--- config.mk ---
export PLATFORM = sky130hd
export DESIGN_NAME = cadenced_tone_generator_core_flat
export DESIGN_NICKNAME = d
export VERILOG_FILES = /design/src/rtl/core/ctg_pkg.sv /design/src/rtl/core/ctg_stream_if.sv /design/src/rtl/core/ctg_mul_unit.sv /design/src/rtl/core/cadenced_tone_generator_core.sv /design/src/flat_wrapper.sv
export SDC_FILE = /design/constraint.sdc
export NUM_CORES = 2
export LEC_CHECK = 0
export BUFFER_PORTS_ARGS = -buffer_cell sky130_fd_sc_hd__buf_2
export CAP_MARGIN = 20
export CORE_MARGIN = 5
export CORE_UTILIZATION = 30
export CTS_BUF_LIST = sky130_fd_sc_hd__clkbuf_2
export CTS_CLUSTER_DIAMETER = 150
export DETAILED_ROUTE_END_ITERATION = 8
export SLEW_MARGIN = 0
export SYNTH_ARGS = -nofsm -noshare
export SYNTH_HDL_FRONTEND = slang
export SYNTH_SLANG_ARGS = --single-unit
--- constraint.sdc ---
create_clock -name clk -period 12.47 [get_ports clk]
set_input_delay 2.494 -clock clk [delete_from_list [all_inputs] [get_ports clk]]
set_output_delay 2.494 -clock clk [all_outputs]
set_load 0.005 [all_outputs]
--- src/rtl/core/ctg_pkg.sv ---
// ============================================================================
// ctg_pkg - cadenced tone generator shared definitions
// Widths, register indexes, Q30 constants, microcode format and program ROM.
// ============================================================================
package ctg_pkg;

  localparam int PHASE_BITS = 32;
  localparam int COUNT_BITS = 25;

  localparam int SAMPLE_W  = 16;
  localparam int AMP_W     = 16;
  localparam int PSTEP_W   = 32;
  localparam int LEN_W     = 24;
  localparam int CFG_W     = 32;
  localparam int CFG_IDX_W = 3;
  localparam int PERIOD_W  = LEN_W + 1;
  localparam int CMP_W     = (COUNT_BITS > PERIOD_W) ? COUNT_BITS : PERIOD_W;

  localparam int OPND_W = 32;
  localparam int PROD_W = 2 * OPND_W;
  localparam int Q30_W  = 31;   // |z|, z^2, gain: all fit below 2^31

  localparam logic [OPND_W-1:0] PI_Q30 = 32'd3373259426;
  localparam logic [OPND_W-1:0] B_Q30  = 32'd1377809732;  // 2*pi - 5
  localparam logic [OPND_W-1:0] C_Q30  = 32'd152033954;   // pi - 3

  localparam logic [SAMPLE_W-1:0] SAT_MAX = 16'd32767;

  localparam logic [AMP_W-1:0]   RST_AMPLITUDE = 16'd32768;
  localparam logic [PSTEP_W-1:0] RST_PSTEP     = 32'd228170138;
  localparam logic [LEN_W-1:0]   RST_TONE_LEN  = 24'd8000;
  localparam logic [LEN_W-1:0]   RST_PAUSE_LEN = 24'd32000;

  typedef enum logic [CFG_IDX_W-1:0] {
    CFG_ENABLE,
    CFG_AMPLITUDE,
    CFG_PHASE_STEP,
    CFG_TONE_LEN,
    CFG_PAUSE_LEN
  } cfg_idx_t;

  // multiplier operand selects
  typedef enum logic [1:0] {
    OPA_ZABS,
    OPA_CQ30,
    OPA_Z2,
    OPA_GAIN
  } opa_sel_t;

  typedef enum logic [2:0] {
    OPB_ZABS,
    OPB_P30,   // product >> 30
    OPB_T1,    // B - (product >> 30)
    OPB_T2,    // pi - (product >> 30)
    OPB_P31    // product >> 31
  } opb_sel_t;

  typedef struct packed {
    logic     en;
    opa_sel_t sel_a;
    opb_sel_t sel_b;
  } mul_ctl_t;

  typedef enum logic [1:0] {
    WT_NONE,
    WT_IN,
    WT_OUT
  } wait_t;

  typedef enum logic [1:0] {
    JC_NEXT,
    JC_ALWAYS,
    JC_NOT_TONE
  } jump_t;

  typedef logic [2:0] upc_t;

  localparam upc_t UPC_WAIT   = 3'd0;
  localparam upc_t UPC_SQUARE = 3'd1;
  localparam upc_t UPC_CZ2    = 3'd2;
  localparam upc_t UPC_Z2T1   = 3'd3;
  localparam upc_t UPC_ZT2    = 3'd4;
  localparam upc_t UPC_GAIN   = 3'd5;
  localparam upc_t UPC_SCALE  = 3'd6;
  localparam upc_t UPC_EMIT   = 3'd7;

  typedef struct packed {
    wait_t    wait_on;
    jump_t    jump;
    upc_t     target;
    mul_ctl_t mul;
    logic     z2_we;
    logic     res_we;
    logic     emit;
  } ucode_t;

  // program ROM
  function automatic ucode_t ctg_ucode(upc_t upc);
    ucode_t uc;
    uc = '0;
    case (upc)
      UPC_WAIT: begin
        uc.wait_on = WT_IN;
        uc.jump    = JC_NOT_TONE;
        uc.target  = UPC_EMIT;
      end
      UPC_SQUARE: begin
        uc.mul = '{en: 1'b1, sel_a: OPA_ZABS, sel_b: OPB_ZABS};
      end
      UPC_CZ2: begin
        uc.z2_we = 1'b1;
        uc.mul   = '{en: 1'b1, sel_a: OPA_CQ30, sel_b: OPB_P30};
      end
      UPC_Z2T1: begin
        uc.mul = '{en: 1'b1, sel_a: OPA_Z2, sel_b: OPB_T1};
      end
      UPC_ZT2: begin
        uc.mul = '{en: 1'b1, sel_a: OPA_ZABS, sel_b: OPB_T2};
      end
      UPC_GAIN: begin
        uc.mul = '{en: 1'b1, sel_a: OPA_GAIN, sel_b: OPB_P31};
      end
      UPC_SCALE: begin
        uc.res_we = 1'b1;
      end
      UPC_EMIT: begin
        uc.wait_on = WT_OUT;
        uc.emit    = 1'b1;
        uc.jump    = JC_ALWAYS;
        uc.target  = UPC_WAIT;
      end
      default: begin
        uc.jump   = JC_ALWAYS;
        uc.target = UPC_WAIT;
      end
    endcase
    return uc;
  endfunction

endpackage

--- src/rtl/core/ctg_stream_if.sv ---
// ============================================================================
// ctg_stream_if - sample stream channel
// Valid/ready channel carrying one signed 16-bit audio sample per transfer.
// ============================================================================
interface ctg_stream_if
  import ctg_pkg::*;
();
  logic                       valid;
  logic                       ready;
  logic signed [SAMPLE_W-1:0] sample;

  modport source (output valid, output sample, input ready);
  modport sink   (input valid, input sample, output ready);
endinterface

--- src/rtl/core/ctg_mul_unit.sv ---
// ============================================================================
// ctg_mul_unit - shared polynomial multiplier
// Operand selection, Q30 subtractions and one registered 32x32 product.
// ============================================================================
module ctg_mul_unit
  import ctg_pkg::*;
(
  input  logic              clk,
  input  mul_ctl_t          ctl,
  input  logic [Q30_W-1:0]  zabs,
  input  logic [Q30_W-1:0]  z2,
  input  logic [Q30_W-1:0]  gain,
  output logic [PROD_W-1:0] prod
);

  logic [PROD_W-1:0] prod_r;
  logic [OPND_W-1:0] p30;
  logic [OPND_W-1:0] p31;
  logic [OPND_W-1:0] op_a;
  logic [OPND_W-1:0] op_b;

  // feedback from the previous product, back in Q30
  assign p30 = prod_r[61:30];
  assign p31 = prod_r[62:31];

  always_comb begin
    case (ctl.sel_a)
      OPA_ZABS: op_a = OPND_W'(zabs);
      OPA_CQ30: op_a = C_Q30;
      OPA_Z2:   op_a = OPND_W'(z2);
      OPA_GAIN: op_a = OPND_W'(gain);
      default:  op_a = '0;
    endcase
  end

  always_comb begin
    case (ctl.sel_b)
      OPB_ZABS: op_b = OPND_W'(zabs);
      OPB_P30:  op_b = p30;
      OPB_T1:   op_b = B_Q30 - p30;
      OPB_T2:   op_b = PI_Q30 - p30;
      OPB_P31:  op_b = p31;
      default:  op_b = '0;
    endcase
  end

  always_ff @(posedge clk) begin
    if (ctl.en) begin
      prod_r <= op_a * op_b;
    end
  end

  assign prod = prod_r;

endmodule

--- src/rtl/core/cadenced_tone_generator_core.sv ---
// ============================================================================
// cadenced_tone_generator_core - DDS sine tone with on/off cadence
// Microcoded sequencer around one shared multiplier; register write port.
// ============================================================================
// One sample in, one sample out. Disabled, the input sample is returned
// unchanged. Enabled, a sine tone is returned for the first tone_len samples
// of each tone_len + pause_len period and zero for the rest. A tone sample
// runs through the accept step, five chained products on the single
// registered 32x32 multiplier, a scale/saturate step and the emit step, all
// stepped by the 8-word microcode ROM. Pass-through and silent samples jump
// straight to emit; every result is registered at the emit step. The next
// sample is taken once the sequencer is back at its wait step, while an
// earlier result may still sit in the output register; the emit step holds
// only if that register is still full.
module cadenced_tone_generator_core
  import ctg_pkg::*;
(
  input  logic                 clk,
  input  logic                 rst_n,
  ctg_stream_if.sink           in_chan,
  ctg_stream_if.source         out_chan,
  input  logic                 cfg_we,
  input  logic [CFG_IDX_W-1:0] cfg_index,
  input  logic [CFG_W-1:0]     cfg_data
);

  // --------------------------------------------------------------------------
  // registers
  // --------------------------------------------------------------------------
  logic                  enable_r;
  logic [AMP_W-1:0]      amp_r;
  logic [PSTEP_W-1:0]    pstep_r;
  logic [LEN_W-1:0]      tone_len_r;
  logic [LEN_W-1:0]      pause_len_r;

  logic [PHASE_BITS-1:0] phase_r,  phase_nxt;
  logic [COUNT_BITS-1:0] count_r,  count_nxt;
  upc_t                  upc_r,    upc_nxt;
  logic                  out_valid_r;

  logic [Q30_W-1:0]      zabs_r;
  logic                  neg_r;
  logic [Q30_W-1:0]      gain_r;
  logic [Q30_W-1:0]      z2_r;
  logic [SAMPLE_W-1:0]   res_r;
  logic [SAMPLE_W-1:0]   out_sample_r;

  // --------------------------------------------------------------------------
  // sequencer
  // --------------------------------------------------------------------------
  ucode_t uc;
  logic   in_xfer;
  logic   stall;
  logic   tone_go;
  logic   take_jump;

  assign uc      = ctg_ucode(upc_r);
  assign in_xfer = in_chan.valid && in_chan.ready;
  assign stall   = ((uc.wait_on == WT_IN) && !in_xfer) ||
                   ((uc.wait_on == WT_OUT) && out_valid_r && !out_chan.ready);

  assign take_jump = (uc.jump == JC_ALWAYS) || ((uc.jump == JC_NOT_TONE) && !tone_go);

  always_comb begin
    if (stall) begin
      upc_nxt = upc_r;
    end else if (take_jump) begin
      upc_nxt = uc.target;
    end else begin
      upc_nxt = upc_r + 3'd1;
    end
  end

  assign in_chan.ready = (uc.wait_on == WT_IN);

  // --------------------------------------------------------------------------
  // cadence and phase
  // --------------------------------------------------------------------------
  logic [PERIOD_W-1:0]   period_c;
  logic [COUNT_BITS-1:0] count_inc;

  assign period_c  = PERIOD_W'(tone_len_r) + PERIOD_W'(pause_len_r);
  assign count_inc = count_r + COUNT_BITS'(1);
  assign tone_go   = enable_r && (CMP_W'(count_r) < CMP_W'(tone_len_r));

  always_comb begin
    count_nxt = count_r;
    phase_nxt = phase_r;
    if (in_xfer && enable_r) begin
      // wrap also catches a stale count left over from a shorter period
      count_nxt = (CMP_W'(count_inc) >= CMP_W'(period_c)) ? '0 : count_inc;
      if (tone_go) begin
        phase_nxt = phase_r + PHASE_BITS'(pstep_r);
      end
    end
  end

  // top 32 bits of the accumulator, zero-filled when it is narrower
  logic [PHASE_BITS+31:0] phase_ext;
  logic [31:0]            w;
  logic                   second_half;
  logic [31:0]            w_fold;
  logic [31:0]            w_abs;

  assign phase_ext   = {phase_r, 32'd0};
  assign w           = phase_ext[PHASE_BITS+31 -: 32];
  assign second_half = w[31] ^ w[30];
  // second half wave: shift by half a period, z = w / 2^30 in [-1, 1)
  assign w_fold      = {w[31] ^ second_half, w[30:0]};
  assign w_abs       = w_fold[31] ? (~w_fold + 32'd1) : w_fold;

  // --------------------------------------------------------------------------
  // multiplier
  // --------------------------------------------------------------------------
  logic [PROD_W-1:0] prod;

  ctg_mul_unit u_mul (
    .clk  (clk),
    .ctl  (uc.mul),
    .zabs (zabs_r),
    .z2   (z2_r),
    .gain (gain_r),
    .prod (prod)
  );

  // magnitude = (32767 * amplitude * y) >> 46, then saturate and sign
  logic [16:0]         mag_raw;
  logic [SAMPLE_W-1:0] mag_sat;
  logic [SAMPLE_W-1:0] tone_val;

  assign mag_raw  = prod[62:46];
  assign mag_sat  = (mag_raw > 17'(SAT_MAX)) ? SAT_MAX : mag_raw[SAMPLE_W-1:0];
  assign tone_val = neg_r ? (~mag_sat + 16'd1) : mag_sat;   // -0 stays 0

  // --------------------------------------------------------------------------
  // control state
  // --------------------------------------------------------------------------
  always_ff @(posedge clk) begin
    if (!rst_n) begin
      enable_r    <= 1'b0;
      amp_r       <= RST_AMPLITUDE;
      pstep_r     <= RST_PSTEP;
      tone_len_r  <= RST_TONE_LEN;
      pause_len_r <= RST_PAUSE_LEN;
      phase_r     <= '0;
      count_r     <= '0;
      upc_r       <= UPC_WAIT;
      out_valid_r <= 1'b0;
    end else begin
      if (cfg_we) begin
        case (cfg_index)
          CFG_ENABLE:     enable_r    <= cfg_data[0];
          CFG_AMPLITUDE:  amp_r       <= cfg_data[AMP_W-1:0];
          CFG_PHASE_STEP: pstep_r     <= cfg_data[PSTEP_W-1:0];
          CFG_TONE_LEN:   tone_len_r  <= cfg_data[LEN_W-1:0];
          CFG_PAUSE_LEN:  pause_len_r <= cfg_data[LEN_W-1:0];
          default:        ;
        endcase
      end
      phase_r <= phase_nxt;
      count_r <= count_nxt;
      upc_r   <= upc_nxt;
      if (uc.emit && !stall) begin
        out_valid_r <= 1'b1;
      end else if (out_chan.ready) begin
        out_valid_r <= 1'b0;
      end
    end
  end

  // --------------------------------------------------------------------------
  // datapath
  // --------------------------------------------------------------------------
  always_ff @(posedge clk) begin
    if (in_xfer) begin
      zabs_r <= w_abs[Q30_W-1:0];
      neg_r  <= w_fold[31] ^ second_half;
      gain_r <= Q30_W'({amp_r, 15'd0}) - Q30_W'(amp_r);   // 32767 * amplitude
      if (!enable_r) begin
        res_r <= in_chan.sample;
      end else if (!tone_go) begin
        res_r <= '0;
      end
    end
    if (uc.z2_we) begin
      z2_r <= prod[60:30];
    end
    if (uc.res_we) begin
      res_r <= tone_val;
    end
    if (uc.emit && !stall) begin
      out_sample_r <= res_r;
    end
  end

  assign out_chan.valid  = out_valid_r;
  assign out_chan.sample = out_sample_r;

  // --------------------------------------------------------------------------
  // assertions
  // --------------------------------------------------------------------------
  a_phase_adv: assert property (@(posedge clk) disable iff (!rst_n)
    (in_xfer && tone_go) |=> (phase_r == $past(phase_r + PHASE_BITS'(pstep_r))))
    else $error("phase accumulator did not advance on a tone sample");

  a_count_range: assert property (@(posedge clk) disable iff (!rst_n)
    (in_xfer && enable_r && !cfg_we) |=>
      ((count_r == '0) || (CMP_W'(count_r) < CMP_W'($past(period_c)))))
    else $error("cadence count left the period");

  a_emit_src: assert property (@(posedge clk) disable iff (!rst_n)
    $rose(out_valid_r) |-> ($past(upc_r) == UPC_EMIT))
    else $error("result presented outside the emit step");

endmodule

--- src/flat_wrapper.sv ---
// flat-port wrapper written by rule: the top's interface ports become plain ports
module cadenced_tone_generator_core_flat import ctg_pkg::*;
  (clk, rst_n, cfg_we, cfg_index, cfg_data, in_chan_valid, in_chan_sample, in_chan_ready, out_chan_valid, out_chan_sample, out_chan_ready);
  ctg_stream_if in_chan_i ();
  ctg_stream_if out_chan_i ();
  input  logic clk;
  input  logic rst_n;
  input  logic cfg_we;
  input  logic [CFG_IDX_W-1:0] cfg_index;
  input  logic [CFG_W-1:0] cfg_data;
  input wire logic [$bits(in_chan_i.valid)-1:0] in_chan_valid;
  input wire logic [$bits(in_chan_i.sample)-1:0] in_chan_sample;
  output wire logic [$bits(in_chan_i.ready)-1:0] in_chan_ready;
  output wire logic [$bits(out_chan_i.valid)-1:0] out_chan_valid;
  output wire logic [$bits(out_chan_i.sample)-1:0] out_chan_sample;
  input wire logic [$bits(out_chan_i.ready)-1:0] out_chan_ready;
  assign in_chan_i.valid = in_chan_valid;
  assign in_chan_i.sample = in_chan_sample;
  assign in_chan_ready = in_chan_i.ready;
  assign out_chan_valid = out_chan_i.valid;
  assign out_chan_sample = out_chan_i.sample;
  assign out_chan_i.ready = out_chan_ready;
  cadenced_tone_generator_core u_core (.clk(clk), .rst_n(rst_n), .in_chan(in_chan_i), .out_chan(out_chan_i), .cfg_we(cfg_we), .cfg_index(cfg_index), .cfg_data(cfg_data));
endmodule
==> summary.txt <==
Yosys
  • Synthesized area: 49800 sq um
  • Distinct cells, synth: 92
  • Post-synth EDFFs: 159
  • Async set-reset flop share out of synthesis: 0%
  • Avg Cell Area, Syn: 8.78 sq um
  • Seq cells post-synth: 317
  • Gate Count Post-Synth: 5675
  • Syn nets: 6988
  • Register area share after synthesis: 15.9%
  • Ys flop type: edfxtp_1
  • Synth warn: 0

Global routing
  • First-pass GRT wire length: 265 mm
  • Total GRT Usage: 19.9%
  • Initial antenna violation count: 7
  • Largest net degree at the start of global routing: 80
  • Gr ovfl total: 0
  • Vias in the first global route: 42000

CTS
  • Clock Tree Root: clkbuf_2
  • Total clock sinks: 317
  • Clock-pin slew of the registers on the worst-case setup and hold paths: 0.09 ns
  • CTS tree: built
  • Hold buffers post-CTS: 0
  • CTS buffer count: 87
  • Max Root-Sink Buffers: 3
  • H-tree depth: 3
  • Clk_lat worst skew: 1.05 ns

Route
  • Drt total wl: 174 mm
  • Vias/cell: 5.12
  • DR vias: 40800
  • ANT nets after route: 0
  • DRC viols: 2
  • Routed len/inst: 21.9 um
  • Starting DRT DRC Count: 3790
  • Drt pass-1 iters: 9

Setup path
  • CP Data Arrival Time: 12.90 ns
  • R2r setup slk: 0.44 ns
  • Max incr delay on CP: 0.76 ns
  • Setup CP Type: reg -> reg
  • CP max stage cell: a221oi_4
  • CP startpoint kind: flip-flop
  • Crit-path max FO: 9
  • Worst path top cell family by delay: adder cells
  • Worst path required time: 13.34 ns
  • CP bufs+invs: 7
  • Kind of end point of the critical path: flip-flop
  • CP dominant cell by count: fa_1

Outcome
  • Outcome: finished, violations left
  • Failing checks: DRC

Cells and area
  • Ratio of cells with drive above 1 in the final layout: 7.73%
  • Layout area overhead: 8.65%
  • FF/Latch Area: 7940 sq um
  • Post-layout nets: 7029
  • Fillers: 17300
  • Area occupied by multi-input gates: 37000 sq um
  • Non-Filler Instances: 7966

Die
  • Chip width: 418 um
  • IO Count: 74
  • Initial Util: 30.2%
  • # rows: 149
  • Core area: 165000 sq um
  • Die height: 418 um
  • Die Area: 174000 sq um

Timing
  • Final period utilization: 96.4%
  • Actual slew at the worst max-slew pin: 1.22 ns
  • RSZ-0062 raised after global routing: no
  • Final hold violation count: 0
  • Skew final: 0.115 ns
  • Finish-stage setup viols: 0
  • Tmin final: 12.03 ns
  • Peak Freq: 83.2 MHz
  • Slew HR: 18.7%
  • Post-Route Setup TNS: 0 ns
  • Final Max Slew Viols: 0

Placed design
  • Dpl hpwl: 137 mm
  • Gpl congestion: 1.00
  • Dpl cells: 7811
  • PortBufs: 73

Run
  • Max Cap Violations: 0

Hold path
  • HP Class: reg -> reg
registers in the layout, indices dropped and copies added (netlist names):
signal,cells
u_core.zabs_r,31
u_core.phase_r,32
u_core.z2_r,31
u_core.u_mul.prod,33
u_core.out_chan.valid,1
u_core.res_r,16
u_core.enable_r,1
u_core.out_chan.sample,16
u_core.pstep_r,32
u_core.amp_r,16
u_core.pause_len_r,24
u_core.neg_r,1
u_core.gain_r,31
u_core.tone_len_r,24
u_core.count_r,25
u_core.upc_r,3
synthesized netlist by cell type (all sizes together), types with 53 or more instances:
master	count	share of area (%)
a21oi	239	2.4
o21ai	174	1.8
nand3	68	0.68
xor2	67	1.2
edfxtp	159	9.6
fa	868	35
and2	53	0.67
inv	1067	8.0
a21o	61	0.92
nand2	939	7.1
xnor2	124	2.2
ha	389	9.8
nor2	459	3.5
dfxtp	158	6.3
clkbuf	261	2.0
worst paths after layout:
kind | start | endpoint | cells after the start
setup / recovery | u_core.upc_r[0] | u_core.u_mul.prod[51] | 41
hold / removal | u_core.res_r[11] | u_core.out_chan.sample[11] | 0
setup reg to reg | u_core.upc_r[0] | u_core.u_mul.prod[51] | 41
hold reg to reg | u_core.res_r[11] | u_core.out_chan.sample[11] | 0
kinds of logic (layout without fill, tap and decap cells):
family / after synthesis / after routing / synth area share [%]
buffers and inverters: 1351 / 1448 / 10.3
adder cells (fa/ha/maj): 1257 / 1257 / 44.7
multiplexers: 35 / 35 / 0.728
flip-flops: 317 / 317 / 15.9
XOR/XNOR: 191 / 191 / 3.36
other: 0 / 5 / 0
AO/OA/AOI/OAI: 760 / 760 / 9.97
AND/OR/NAND/NOR: 1764 / 1764 / 15.1
layout make-up:
type | count | share of cell area (%)
Clock buffer | 120 | 1.11
Multi-Input combinational cell | 4007 | 68.4
Antenna cell | 5 | 0.0231
Timing Repair Buffer | 235 | 3.04
Clock inverter | 25 | 0.250
Tap cell | 2189 | 5.06
Sequential cell | 317 | 14.7
Inverter | 1068 | 7.41
placed cells by master, fill, tap and decap left out, drive strengths merged, types with 120 or more instances in the layout:
| cell type | count |
|---|---|
| a21oi | 239 |
| buf | 235 |
| clkbuf | 120 |
| dfxtp | 158 |
| edfxtp | 159 |
| fa | 868 |
| ha | 389 |
| inv | 1067 |
| nand2 | 939 |
| nor2 | 459 |
| o21ai | 174 |
| xnor2 | 124 |
through the flow:
| stage | utilization [%] | hold slack [ns] | cell area [sq um] | setup slack [ns] |
|---|---|---|---|---|
| global placement | 32.3 | 0.401 | 53300 | 0.468 |
| global route | 32.8 | 0.409 | 54100 | 0.0531 |
| detailed placement | 32.3 | 0.405 | 53300 | 0.312 |
| floorplan | - | 0.400 | 49800 | 1.26 |
| finish | 32.8 | 0.388 | 54100 | 0.444 |
| CTS | 32.8 | 0.385 | 54000 | 0.277 |
metal layers:
metal	vias to the layer above	part of all wire, %	GRT usage, %	wire length, um
li1	17900	-	-	-
met1	20600	40	25.7	69700
met2	1786	45	32.0	78800
met3	449	9.2	4.61	16100
met4	14	5.5	8.82	9680
met5	-	0.055	0	96
what timing repair did:
action                                  in CTS  in global routing
buffers inserted                             0                  1
gates resized for setup                      0                  6
endpoints found under the setup margin       0                  8
Power is not shown: default switching activity piles up to over one toggle a cycle in this logic, so the estimate is an artifact.
